==> src/hw/rtl/scfla_pkg.sv <==
package scfla_pkg;

  localparam int SIZE_W   = 16;
  localparam int ADDR_W   = 13;
  localparam int STATUS_W = 2;

  typedef logic [STATUS_W-1:0] status_t;

  localparam status_t ST_OK        = 2'd0;
  localparam status_t ST_OVERSIZE  = 2'd1;
  localparam status_t ST_EXHAUSTED = 2'd2;
  localparam status_t ST_BAD       = 2'd3;

  localparam logic OP_FREE = 1'b1;

  typedef struct packed {
    logic    accept;
    logic    look;
    logic    rd_link;
    logic    pop;
    logic    mul1;
    logic    mul2;
    logic    push;
    logic    init_step;
    logic    res_we;
    logic    res_grant;
    status_t res_status;
    logic    load_out;
  } cmd_t;

  typedef struct packed {
    logic zero;
    logic over;
    logic is_free;
    logic head_null;
    logic in_range;
    logic aligned;
    logic init_last;
    logic out_free;
  } sts_t;

endpackage

==> src/hw/rtl/scfla_ctrl.sv <==
module scfla_ctrl (
  input  logic            clk,
  input  logic            rst,
  input  logic            s_tvalid,
  output logic            s_tready,
  input  scfla_pkg::sts_t sts,
  output scfla_pkg::cmd_t cmd
);
  import scfla_pkg::*;

  localparam logic [3:0] S_INIT  = 4'd0;
  localparam logic [3:0] S_IDLE  = 4'd1;
  localparam logic [3:0] S_LOOK  = 4'd2;
  localparam logic [3:0] S_EVAL  = 4'd3;
  localparam logic [3:0] S_ALINK = 4'd4;
  localparam logic [3:0] S_MUL1  = 4'd5;
  localparam logic [3:0] S_MUL2  = 4'd6;
  localparam logic [3:0] S_FCHK  = 4'd7;
  localparam logic [3:0] S_FIN   = 4'd8;

  logic [3:0] state;
  logic [3:0] state_next;

  always_ff @(posedge clk) begin
    if (rst) begin
      state <= S_INIT;
    end else begin
      state <= state_next;
    end
  end

  assign s_tready = (state == S_IDLE);

  always_comb begin
    cmd        = '0;
    state_next = state;
    case (state)
      S_INIT: begin
        cmd.init_step = 1'b1;
        if (sts.init_last) begin
          state_next = S_IDLE;
        end
      end
      S_IDLE: begin
        if (s_tvalid) begin
          cmd.accept = 1'b1;
          state_next = S_LOOK;
        end
      end
      S_LOOK: begin
        cmd.look   = 1'b1;
        state_next = S_EVAL;
      end
      S_EVAL: begin
        if (sts.zero) begin
          cmd.res_we     = 1'b1;
          cmd.res_status = ST_BAD;
          state_next     = S_FIN;
        end else if (sts.over) begin
          cmd.res_we     = 1'b1;
          cmd.res_status = ST_OVERSIZE;
          state_next     = S_FIN;
        end else if (!sts.is_free) begin
          if (sts.head_null) begin
            cmd.res_we     = 1'b1;
            cmd.res_status = ST_EXHAUSTED;
            state_next     = S_FIN;
          end else begin
            cmd.rd_link = 1'b1;
            state_next  = S_ALINK;
          end
        end else if (!sts.in_range) begin
          cmd.res_we     = 1'b1;
          cmd.res_status = ST_BAD;
          state_next     = S_FIN;
        end else begin
          state_next = S_MUL1;
        end
      end
      S_ALINK: begin
        cmd.pop        = 1'b1;
        cmd.res_we     = 1'b1;
        cmd.res_grant  = 1'b1;
        cmd.res_status = ST_OK;
        state_next     = S_FIN;
      end
      S_MUL1: begin
        cmd.mul1   = 1'b1;
        state_next = S_MUL2;
      end
      S_MUL2: begin
        cmd.mul2   = 1'b1;
        state_next = S_FCHK;
      end
      S_FCHK: begin
        cmd.res_we = 1'b1;
        if (sts.aligned) begin
          cmd.push       = 1'b1;
          cmd.res_status = ST_OK;
        end else begin
          cmd.res_status = ST_BAD;
        end
        state_next = S_FIN;
      end
      S_FIN: begin
        if (sts.out_free) begin
          cmd.load_out = 1'b1;
          state_next   = S_IDLE;
        end
      end
      default: begin
        state_next = S_IDLE;
      end
    endcase
  end

endmodule

==> src/hw/rtl/scfla_dp.sv <==
module scfla_dp #(
  parameter int NUM_CLASSES      = 8,
  parameter int MIN_BLOCK        = 8,
  parameter int BLOCKS_PER_CLASS = 16
) (
  input  logic                             clk,
  input  logic                             rst,
  input  scfla_pkg::cmd_t                  cmd,
  output scfla_pkg::sts_t                  sts,
  input  logic                             opcode,
  input  logic [scfla_pkg::SIZE_W-1:0]     request_size,
  input  logic [scfla_pkg::ADDR_W-1:0]     block_address,
  input  logic                             m_tready,
  output logic                             m_tvalid,
  output logic [scfla_pkg::ADDR_W-1:0]     granted_address,
  output scfla_pkg::status_t               status
);
  import scfla_pkg::*;

  localparam int TOTAL     = NUM_CLASSES * BLOCKS_PER_CLASS;
  localparam int NULL_SLOT = TOTAL;
  localparam int SW        = $clog2(TOTAL + 1);
  localparam int SAW       = $clog2(TOTAL);
  localparam int CW        = (NUM_CLASSES > 1) ? $clog2(NUM_CLASSES) : 1;
  localparam int KW        = $clog2(BLOCKS_PER_CLASS);
  localparam int QW        = $clog2(BLOCKS_PER_CLASS + 1);
  localparam int MAX_BSZ   = NUM_CLASSES * MIN_BLOCK;
  localparam int BW        = $clog2(MAX_BSZ + 1);
  localparam int POOL      = MIN_BLOCK * BLOCKS_PER_CLASS * (NUM_CLASSES * (NUM_CLASSES + 1) / 2);
  localparam int PW        = $clog2(POOL + 1);
  localparam int XW        = ((PW > ADDR_W) ? PW : ADDR_W) + 1;
  localparam int OW        = $clog2(MAX_BSZ * BLOCKS_PER_CLASS);
  localparam int PRW       = OW + 1;

  logic [PW-1:0] base_tab  [NUM_CLASSES];
  logic [PW-1:0] end_tab   [NUM_CLASSES];
  logic [BW-1:0] bsz_tab   [NUM_CLASSES];
  logic [OW-1:0] rcp_tab   [NUM_CLASSES];
  logic [SW-1:0] first_tab [NUM_CLASSES];

  for (genvar g = 0; g < NUM_CLASSES; g++) begin : g_cls
    localparam int BSZ  = (g + 1) * MIN_BLOCK;
    localparam int BASE = MIN_BLOCK * BLOCKS_PER_CLASS * (g * (g + 1) / 2);
    localparam int REND = BASE + BSZ * BLOCKS_PER_CLASS;
    localparam int RCP  = ((1 << OW) + BSZ - 1) / BSZ;
    assign base_tab[g]  = PW'(BASE);
    assign end_tab[g]   = PW'(REND);
    assign bsz_tab[g]   = BW'(BSZ);
    assign rcp_tab[g]   = OW'(RCP);
    assign first_tab[g] = SW'(g * BLOCKS_PER_CLASS);
  end

  logic [SW-1:0]     heads [NUM_CLASSES];
  logic [SW-1:0]     links [TOTAL];
  logic [SW-1:0]     rd_data;

  logic              op_r;
  logic [ADDR_W-1:0] addr_r;
  logic [CW-1:0]     cls_r;
  logic              zero_r;
  logic              over_r;

  logic [SW-1:0]     head_r;
  logic [ADDR_W-1:0] grant_r;
  logic [OW-1:0]     off_r;
  logic              in_range_r;
  logic [BW-1:0]     bsz_r;
  logic [OW-1:0]     rcp_r;
  logic [QW-1:0]     qe_r;
  logic [PRW-1:0]    prod_r;

  logic [SAW-1:0]    init_s;
  logic [KW-1:0]     init_k;

  status_t           res_status;
  logic [ADDR_W-1:0] res_grant;

  // class decode at accept
  logic [CW-1:0] cls_in;
  always_comb begin
    cls_in = '0;
    for (int j = 1; j < NUM_CLASSES; j++) begin
      if (request_size > SIZE_W'(j * MIN_BLOCK)) begin
        cls_in = cls_in + CW'(1);
      end
    end
  end

  always_ff @(posedge clk) begin
    if (cmd.accept) begin
      op_r   <= opcode;
      addr_r <= block_address;
      cls_r  <= cls_in;
      zero_r <= (request_size == '0);
      over_r <= (request_size > SIZE_W'(MAX_BSZ));
    end
  end

  // class lookup
  logic [SW-1:0]      head_sel;
  logic [SW-1:0]      k_diff;
  logic [KW+BW-1:0]   kb;
  logic [PW-1:0]      grant_sum;
  logic [XW-1:0]      addr_x;
  logic [XW-1:0]      base_x;
  logic [XW-1:0]      end_x;
  logic [XW-1:0]      off_x;

  always_comb begin
    head_sel  = heads[cls_r];
    k_diff    = head_sel - first_tab[cls_r];
    kb        = k_diff[KW-1:0] * bsz_tab[cls_r];
    grant_sum = base_tab[cls_r] + PW'(kb);
    addr_x    = XW'(addr_r);
    base_x    = XW'(base_tab[cls_r]);
    end_x     = XW'(end_tab[cls_r]);
    off_x     = addr_x - base_x;
  end

  always_ff @(posedge clk) begin
    if (cmd.look) begin
      head_r     <= head_sel;
      grant_r    <= ADDR_W'(grant_sum);
      off_r      <= off_x[OW-1:0];
      in_range_r <= (addr_x >= base_x) && (addr_x < end_x);
      bsz_r      <= bsz_tab[cls_r];
      rcp_r      <= rcp_tab[cls_r];
    end
  end

  // slot from offset: reciprocal estimate, then exact check
  logic [2*OW-1:0]  prod1;
  logic [QW+BW-1:0] prod2;
  assign prod1 = off_r * rcp_r;
  assign prod2 = qe_r * bsz_r;

  always_ff @(posedge clk) begin
    if (cmd.mul1) begin
      qe_r <= prod1[OW +: QW];
    end
    if (cmd.mul2) begin
      prod_r <= PRW'(prod2);
    end
  end

  logic [PRW-1:0] off_e;
  logic [PRW-1:0] prod_dn;
  logic           hit0;
  logic           hit1;
  logic [QW-1:0]  k_q;
  logic [SW-1:0]  slot;

  always_comb begin
    off_e   = PRW'(off_r);
    prod_dn = prod_r - PRW'(bsz_r);
    hit0    = (prod_r == off_e);
    hit1    = (prod_r > off_e) && (prod_dn == off_e);
    k_q     = hit0 ? qe_r : (qe_r - QW'(1));
    slot    = first_tab[cls_r] + SW'(k_q[KW-1:0]);
  end

  // free-list heads
  always_ff @(posedge clk) begin
    if (rst) begin
      for (int i = 0; i < NUM_CLASSES; i++) begin
        heads[i] <= SW'(i * BLOCKS_PER_CLASS);
      end
    end else if (cmd.pop) begin
      heads[cls_r] <= rd_data;
    end else if (cmd.push) begin
      heads[cls_r] <= slot;
    end
  end

  // link memory and its initialising sweep
  logic           mem_we;
  logic [SAW-1:0] mem_waddr;
  logic [SW-1:0]  mem_wdata;
  logic [SW-1:0]  init_link;

  assign init_link = (init_k == KW'(BLOCKS_PER_CLASS - 1)) ? SW'(NULL_SLOT)
                                                           : (SW'(init_s) + SW'(1));
  assign mem_we    = cmd.init_step | cmd.push;
  assign mem_waddr = cmd.init_step ? init_s : slot[SAW-1:0];
  assign mem_wdata = cmd.init_step ? init_link : heads[cls_r];

  always_ff @(posedge clk) begin
    if (mem_we) begin
      links[mem_waddr] <= mem_wdata;
    end
    if (cmd.rd_link) begin
      rd_data <= links[head_r[SAW-1:0]];
    end
  end

  always_ff @(posedge clk) begin
    if (rst) begin
      init_s <= '0;
      init_k <= '0;
    end else if (cmd.init_step) begin
      init_s <= init_s + SAW'(1);
      init_k <= (init_k == KW'(BLOCKS_PER_CLASS - 1)) ? '0 : (init_k + KW'(1));
    end
  end

  // result and output register
  always_ff @(posedge clk) begin
    if (cmd.res_we) begin
      res_status <= cmd.res_status;
      res_grant  <= cmd.res_grant ? grant_r : '0;
    end
    if (cmd.load_out) begin
      status          <= res_status;
      granted_address <= res_grant;
    end
  end

  always_ff @(posedge clk) begin
    if (rst) begin
      m_tvalid <= 1'b0;
    end else if (cmd.load_out) begin
      m_tvalid <= 1'b1;
    end else if (m_tready) begin
      m_tvalid <= 1'b0;
    end
  end

  always_comb begin
    sts.zero      = zero_r;
    sts.over      = over_r;
    sts.is_free   = (op_r == OP_FREE);
    sts.head_null = (head_r == SW'(NULL_SLOT));
    sts.in_range  = in_range_r;
    sts.aligned   = hit0 | hit1;
    sts.init_last = (init_s == SAW'(TOTAL - 1));
    sts.out_free  = !m_tvalid || m_tready;
  end

endmodule

==> src/hw/rtl/size_class_free_list_allocator_unit.sv <==
// Channel  Dir  Fields (low bit first)
// s_*      in   tuser: opcode; tdata: request_size[15:0], block_address[28:16]
// m_*      out  tdata: granted_address[12:0], status[14:13]
//
// After reset the link memory is swept with s_tready low. One request is in flight at a
// time: a granted allocate passes through the head lookup and the registered link read,
// an in-region free through the head lookup and the two multiplies of the offset-to-slot
// reciprocal divide, and a zero or oversize request, an empty class or an out-of-region
// free through the head lookup alone.
// A result waiting on m_tready holds the output register; the next request waits in its final step.
module size_class_free_list_allocator_unit #(
  parameter int NUM_CLASSES      = 8,
  parameter int MIN_BLOCK        = 8,
  parameter int BLOCKS_PER_CLASS = 16
) (
  input  logic        clk,
  input  logic        rst,
  input  logic        s_tvalid,
  output logic        s_tready,
  input  logic [31:0] s_tdata,  // request_size, block_address
  input  logic        s_tuser,  // opcode
  output logic        m_tvalid,
  input  logic        m_tready,
  output logic [15:0] m_tdata   // granted_address, status
);
  import scfla_pkg::*;

  cmd_t              cmd;
  sts_t              sts;
  logic [ADDR_W-1:0] granted_address;
  status_t           status;

  scfla_ctrl u_ctrl (
    .clk      (clk),
    .rst      (rst),
    .s_tvalid (s_tvalid),
    .s_tready (s_tready),
    .sts      (sts),
    .cmd      (cmd)
  );

  scfla_dp #(
    .NUM_CLASSES      (NUM_CLASSES),
    .MIN_BLOCK        (MIN_BLOCK),
    .BLOCKS_PER_CLASS (BLOCKS_PER_CLASS)
  ) u_dp (
    .clk             (clk),
    .rst             (rst),
    .cmd             (cmd),
    .sts             (sts),
    .opcode          (s_tuser),
    .request_size    (s_tdata[15:0]),
    .block_address   (s_tdata[28:16]),
    .m_tready        (m_tready),
    .m_tvalid        (m_tvalid),
    .granted_address (granted_address),
    .status          (status)
  );

  assign m_tdata = {1'b0, status, granted_address};

endmodule

==> config.mk <==
export PLATFORM = sky130hd
export DESIGN_NAME = size_class_free_list_allocator_unit
export DESIGN_NICKNAME = d
export VERILOG_FILES = /design/src/hw/rtl/scfla_pkg.sv /design/src/hw/rtl/scfla_ctrl.sv /design/src/hw/rtl/scfla_dp.sv /design/src/hw/rtl/size_class_free_list_allocator_unit.sv
export SDC_FILE = /design/constraint.sdc
export NUM_CORES = 1
export LEC_CHECK = 0
export ABC_AREA = 0
export CORE_ASPECT_RATIO = 0.9
export CORE_UTILIZATION = 30
export DETAILED_ROUTE_END_ITERATION = 10
export DONT_BUFFER_PORTS = 1
export SYNTH_ARGS = -nofsm -noshare
export SYNTH_HDL_FRONTEND = slang
export SYNTH_SLANG_ARGS = --single-unit
==> constraint.sdc <==
create_clock -name clk -period 9.1 [get_ports clk]
set_input_delay 1.82 -clock clk [delete_from_list [all_inputs] [get_ports clk]]
set_output_delay 1.82 -clock clk [all_outputs]
set_load 0.01 [all_outputs]
==> impl_metrics.csv <==
group,metric,value,unit
outcome,outcome,"complete, no violations",
grt,grt_max_degree,130,
yosys,synth.avg_cell_area,16.0,um2
worst_setup_path,rr_worst_depth,18,
place,dp_cells,5431,
sta,hold_viol_final,0,
worst_setup_path,worstPathMaxFanout,9,
grt,grt_pass1_wl,185000,um
clock_network,cts_resized,0,
clock_network,cts_tree,"built",
pwr,p_leak,19.7,nW
worst_setup_path,cpMostUsedCell,"ha_1",
min_path,min_from,"u_dp.res_grant[8]",
pwr,ir_worst_vdd,0.152,mV
final_layout,fin_area,59100,um2
sta,worst_slew_pin_slew,1.22,ns
floorplan,coreArea,173000,um2
final_layout,final_cell_count_no_fill,5657,
clock_network,clk_pin_slew,0.06,ns
final_layout,layout_commonest_cell,"edfxtp_1",
worst_setup_path,r2r_end,"u_dp.qe_r[4]",
run,drv_cap,0,
clock_network,cts_setup_buffers,0,
min_path,holdPathStages,0,
worst_setup_path,endpoint_kind,"flip-flop",
yosys,ys_seq_elements,1212,
min_path,holdPathEnd,"u_dp.granted_address[8]",
clock_network,clkLatencyLatePin,0.74,ns
worst_setup_path,r2r_setup_slack,3.63,ns
drt,first_pass_iters,5,
worst_setup_path,r2r-start,"u_dp.rcp_r[3]",
min_path,hp-class,"reg -> reg",
final_layout,layout_common_cells,"1193 x edfxtp_1, 265 x nor2_1, 202 x mux2i_1, 192 x a21oi_1, 144 x mux4_2",
sta,setup_tns,0,ns
grt,grt_pass1_vias,27900,
yosys,syn_area,52400,um2
drt,wl,125000,um
yosys,synthArstFlopShare,0,
yosys,seq_area_frac_synth,0.691,
sta,min_period_over_period,0.703,
drt,drcViolationCount,0,
drt,first_iter_violations,2490,
clock_network,cts_buffers,120,
final_layout,layout-drive-gt1-share,0.140,
clock_network,cts_root_buf,"clkbuf_16",
grt,grt_use_total,0.140,
sta,max_freq,0.156,GHz
worst_setup_path,startpoint_type,"input port",
sta,maxSlewHeadroom,0.185,
drt,vias_per_cell,5.01,
drt,wl_per_cell,22.1,um
clock_network,hold_buffers,0,
final_layout,fin_nets,3475,
worst_setup_path,cp.depth,23,
worst_setup_path,slowest_delay,0.44,ns
sta,setup_violations,0,
yosys,synth.distinct_cells,64,
worst_setup_path,critPathKind,"in -> reg",
place,io_buffer_count,0,
worst_setup_path,path_delay_family,"simple AND/OR/NAND/NOR gates",
yosys,synthFlopType,"edfxtp_1",
sta,clock_skew,0.0196,ns
clock_network,numClockSinks,1212,
pwr,power.total,11.2,mW
drt,vias,28300,
place,placed_area,55200,um2
floorplan,design.die.area,176000,um2
floorplan,rows,145,
clock_network,cts.htree.levels,3,
place,hpwl,74300,um
floorplan,start_util,0.302,
final_layout,fillers,16500,
floorplan,dieWidth,442,um
yosys,synth_edf_count,1193,
worst_setup_path,crit_chain,"nor4_1 -> and4b_1 -> nand2_1 -> or3_1 -> ha_1 -> or3_1 -> and2_1 -> ha_1 -> a21boi_0 -> a31oi_1 -> inv_1 -> ha_1 -> o21ai_0 -> o31ai_1 -> ha_1 -> mux2_2 -> ha_1 -> a21boi_0 -> nor3b_1 -> nor2b_1 -> xor2_1 -> xnor2_1 -> mux2_2",
worst_setup_path,cp.required,9.72,ns
place,routabilityCongestion,0.800,
floorplan,io_pins,55,
final_layout,area_growth,12.7,%
sta,slew_viol_final,0,
drt,drtAntennaViolNets,0,
worst_setup_path,slowest_stage,"and4b_1",
worst_setup_path,path_buf_inv,1,
yosys,ys.warnings.count,0,
grt,grt_antenna_before_repair,2,
sta,whs,0.423,ns
sta,rsz0062_at_grt,"false",
grt,grt_overflow,0,
pwr,p_per_area,190,nW/um2
yosys,syn-instance-count,3270,
floorplan,die_h,398,um
clock_network,cts_buffer_depth,3,
sta,period_minus_slack,6.40,ns
worst_setup_path,arrival,7.02,ns
-- worst max path at each step --
stage / from / to
3_5_place_dp: s_tdata[11] / flip-flop
5_1_grt: s_tdata[11] / flip-flop
6_report: s_tdata[11] / flip-flop
3_3_place_gp: s_tdata[11] / flip-flop
4_1_cts: s_tdata[11] / flip-flop
2_1_floorplan: u_ctrl.state[3] / u_dp.links[0][5]
-- layout make-up --
| cell class | count | area, um2 | area share |
|---|---|---|---|
| repair buffers | 50 | 413 | 0.00699 |
| inverters | 118 | 443 | 0.00750 |
| clock buffers | 154 | 3240 | 0.0549 |
| multi-input cells | 1773 | 15300 | 0.259 |
| diodes | 1 | 2.50 | 0.0000424 |
| clock inverters | 71 | 618 | 0.0105 |
| well taps | 2278 | 2850 | 0.0483 |
| flip-flops and latches | 1212 | 36200 | 0.613 |
-- kinds of logic (layout without fill, tap and decap cells) --
| logic type | after synthesis | in the layout | synth area share |
|---|---|---|---|
| AOI/OAI and AO/OA | 521 | 521 | 0.0607 |
| xor gates and xnor gates | 54 | 54 | 0.00932 |
| adders and majority gates | 163 | 163 | 0.0471 |
| buffers and inverters | 288 | 393 | 0.0210 |
| DFF | 1212 | 1212 | 0.691 |
| muxes | 420 | 420 | 0.116 |
| other | 1 | 5 | 0.0000716 |
| and+or+nand+nor | 611 | 611 | 0.0542 |
-- synth_stat cells (11+ instances only) --
| library cell | instances | share of area |
|---|---|---|
| a211oi_1 | 29 | 0.0042 |
| a21o_1 | 13 | 0.0019 |
| a21oi_1 | 192 | 0.018 |
| and2_1 | 73 | 0.0087 |
| buf_1 | 33 | 0.0024 |
| clkbuf_1 | 130 | 0.0093 |
| dfxtp_1 | 19 | 0.0073 |
| edfxtp_1 | 1193 | 0.68 |
| fa_1 | 57 | 0.022 |
| ha_1 | 106 | 0.025 |
| inv_1 | 117 | 0.0084 |
| mux2_2 | 74 | 0.016 |
| mux2i_1 | 202 | 0.039 |
| mux4_2 | 144 | 0.062 |
| nand2_1 | 114 | 0.0082 |
| nand2b_1 | 25 | 0.0030 |
| nand3_1 | 16 | 0.0015 |
| nor2_1 | 266 | 0.019 |
| nor2b_1 | 12 | 0.0014 |
| nor3_1 | 48 | 0.0046 |
| o21ai_0 | 101 | 0.0097 |
| o21bai_1 | 12 | 0.0017 |
| o221ai_1 | 64 | 0.011 |
| o22ai_1 | 67 | 0.0080 |
| or3_1 | 11 | 0.0013 |
| xnor2_1 | 33 | 0.0055 |
| xor2_1 | 20 | 0.0033 |
-- power breakdown --
group,switching [mW],internal [mW]
clock network,2.13,2.76
logic,0.143,0.0272
registers,0.00846,6.14
-- registers in the layout, indices dropped and copies added (netlist names), 2 cells and up, named ones only --
name / flops
u_dp.heads: 64
u_dp.rcp_r: 8
u_dp.init_k: 4
u_dp.off_r: 10
u_dp.prod_r: 8
u_dp.links: 1024
u_ctrl.state: 4
u_dp.res_grant: 10
u_dp.cls_r: 3
u_dp.res_status: 2
u_dp.bsz_r: 4
u_dp.qe_r: 5
u_dp.status: 2
u_dp.grant_r: 10
u_dp.addr_r: 13
u_dp.head_r: 8
u_dp.rd_data: 8
u_dp.init_s: 7
u_dp.granted_address: 10
-- through the flow --
stage	setup slack (ns)	utilization
5_1_grt	2.45	0.340
6_report	2.70	0.340
4_1_cts	2.79	0.340
3_3_place_gp	1.97	0.318
3_5_place_dp	2.04	0.318
2_1_floorplan	1.06	-
-- metal layers --
metal  GRT usage  vias up  routed length, um
met5           0        -                  0
met4      0.0437        0               3590
met1       0.199    14600              56000
met2       0.212      884              56000
met3      0.0308      195               9340
li1            -    12700                  -
Note: power is estimated with default switching activity, not from simulation.
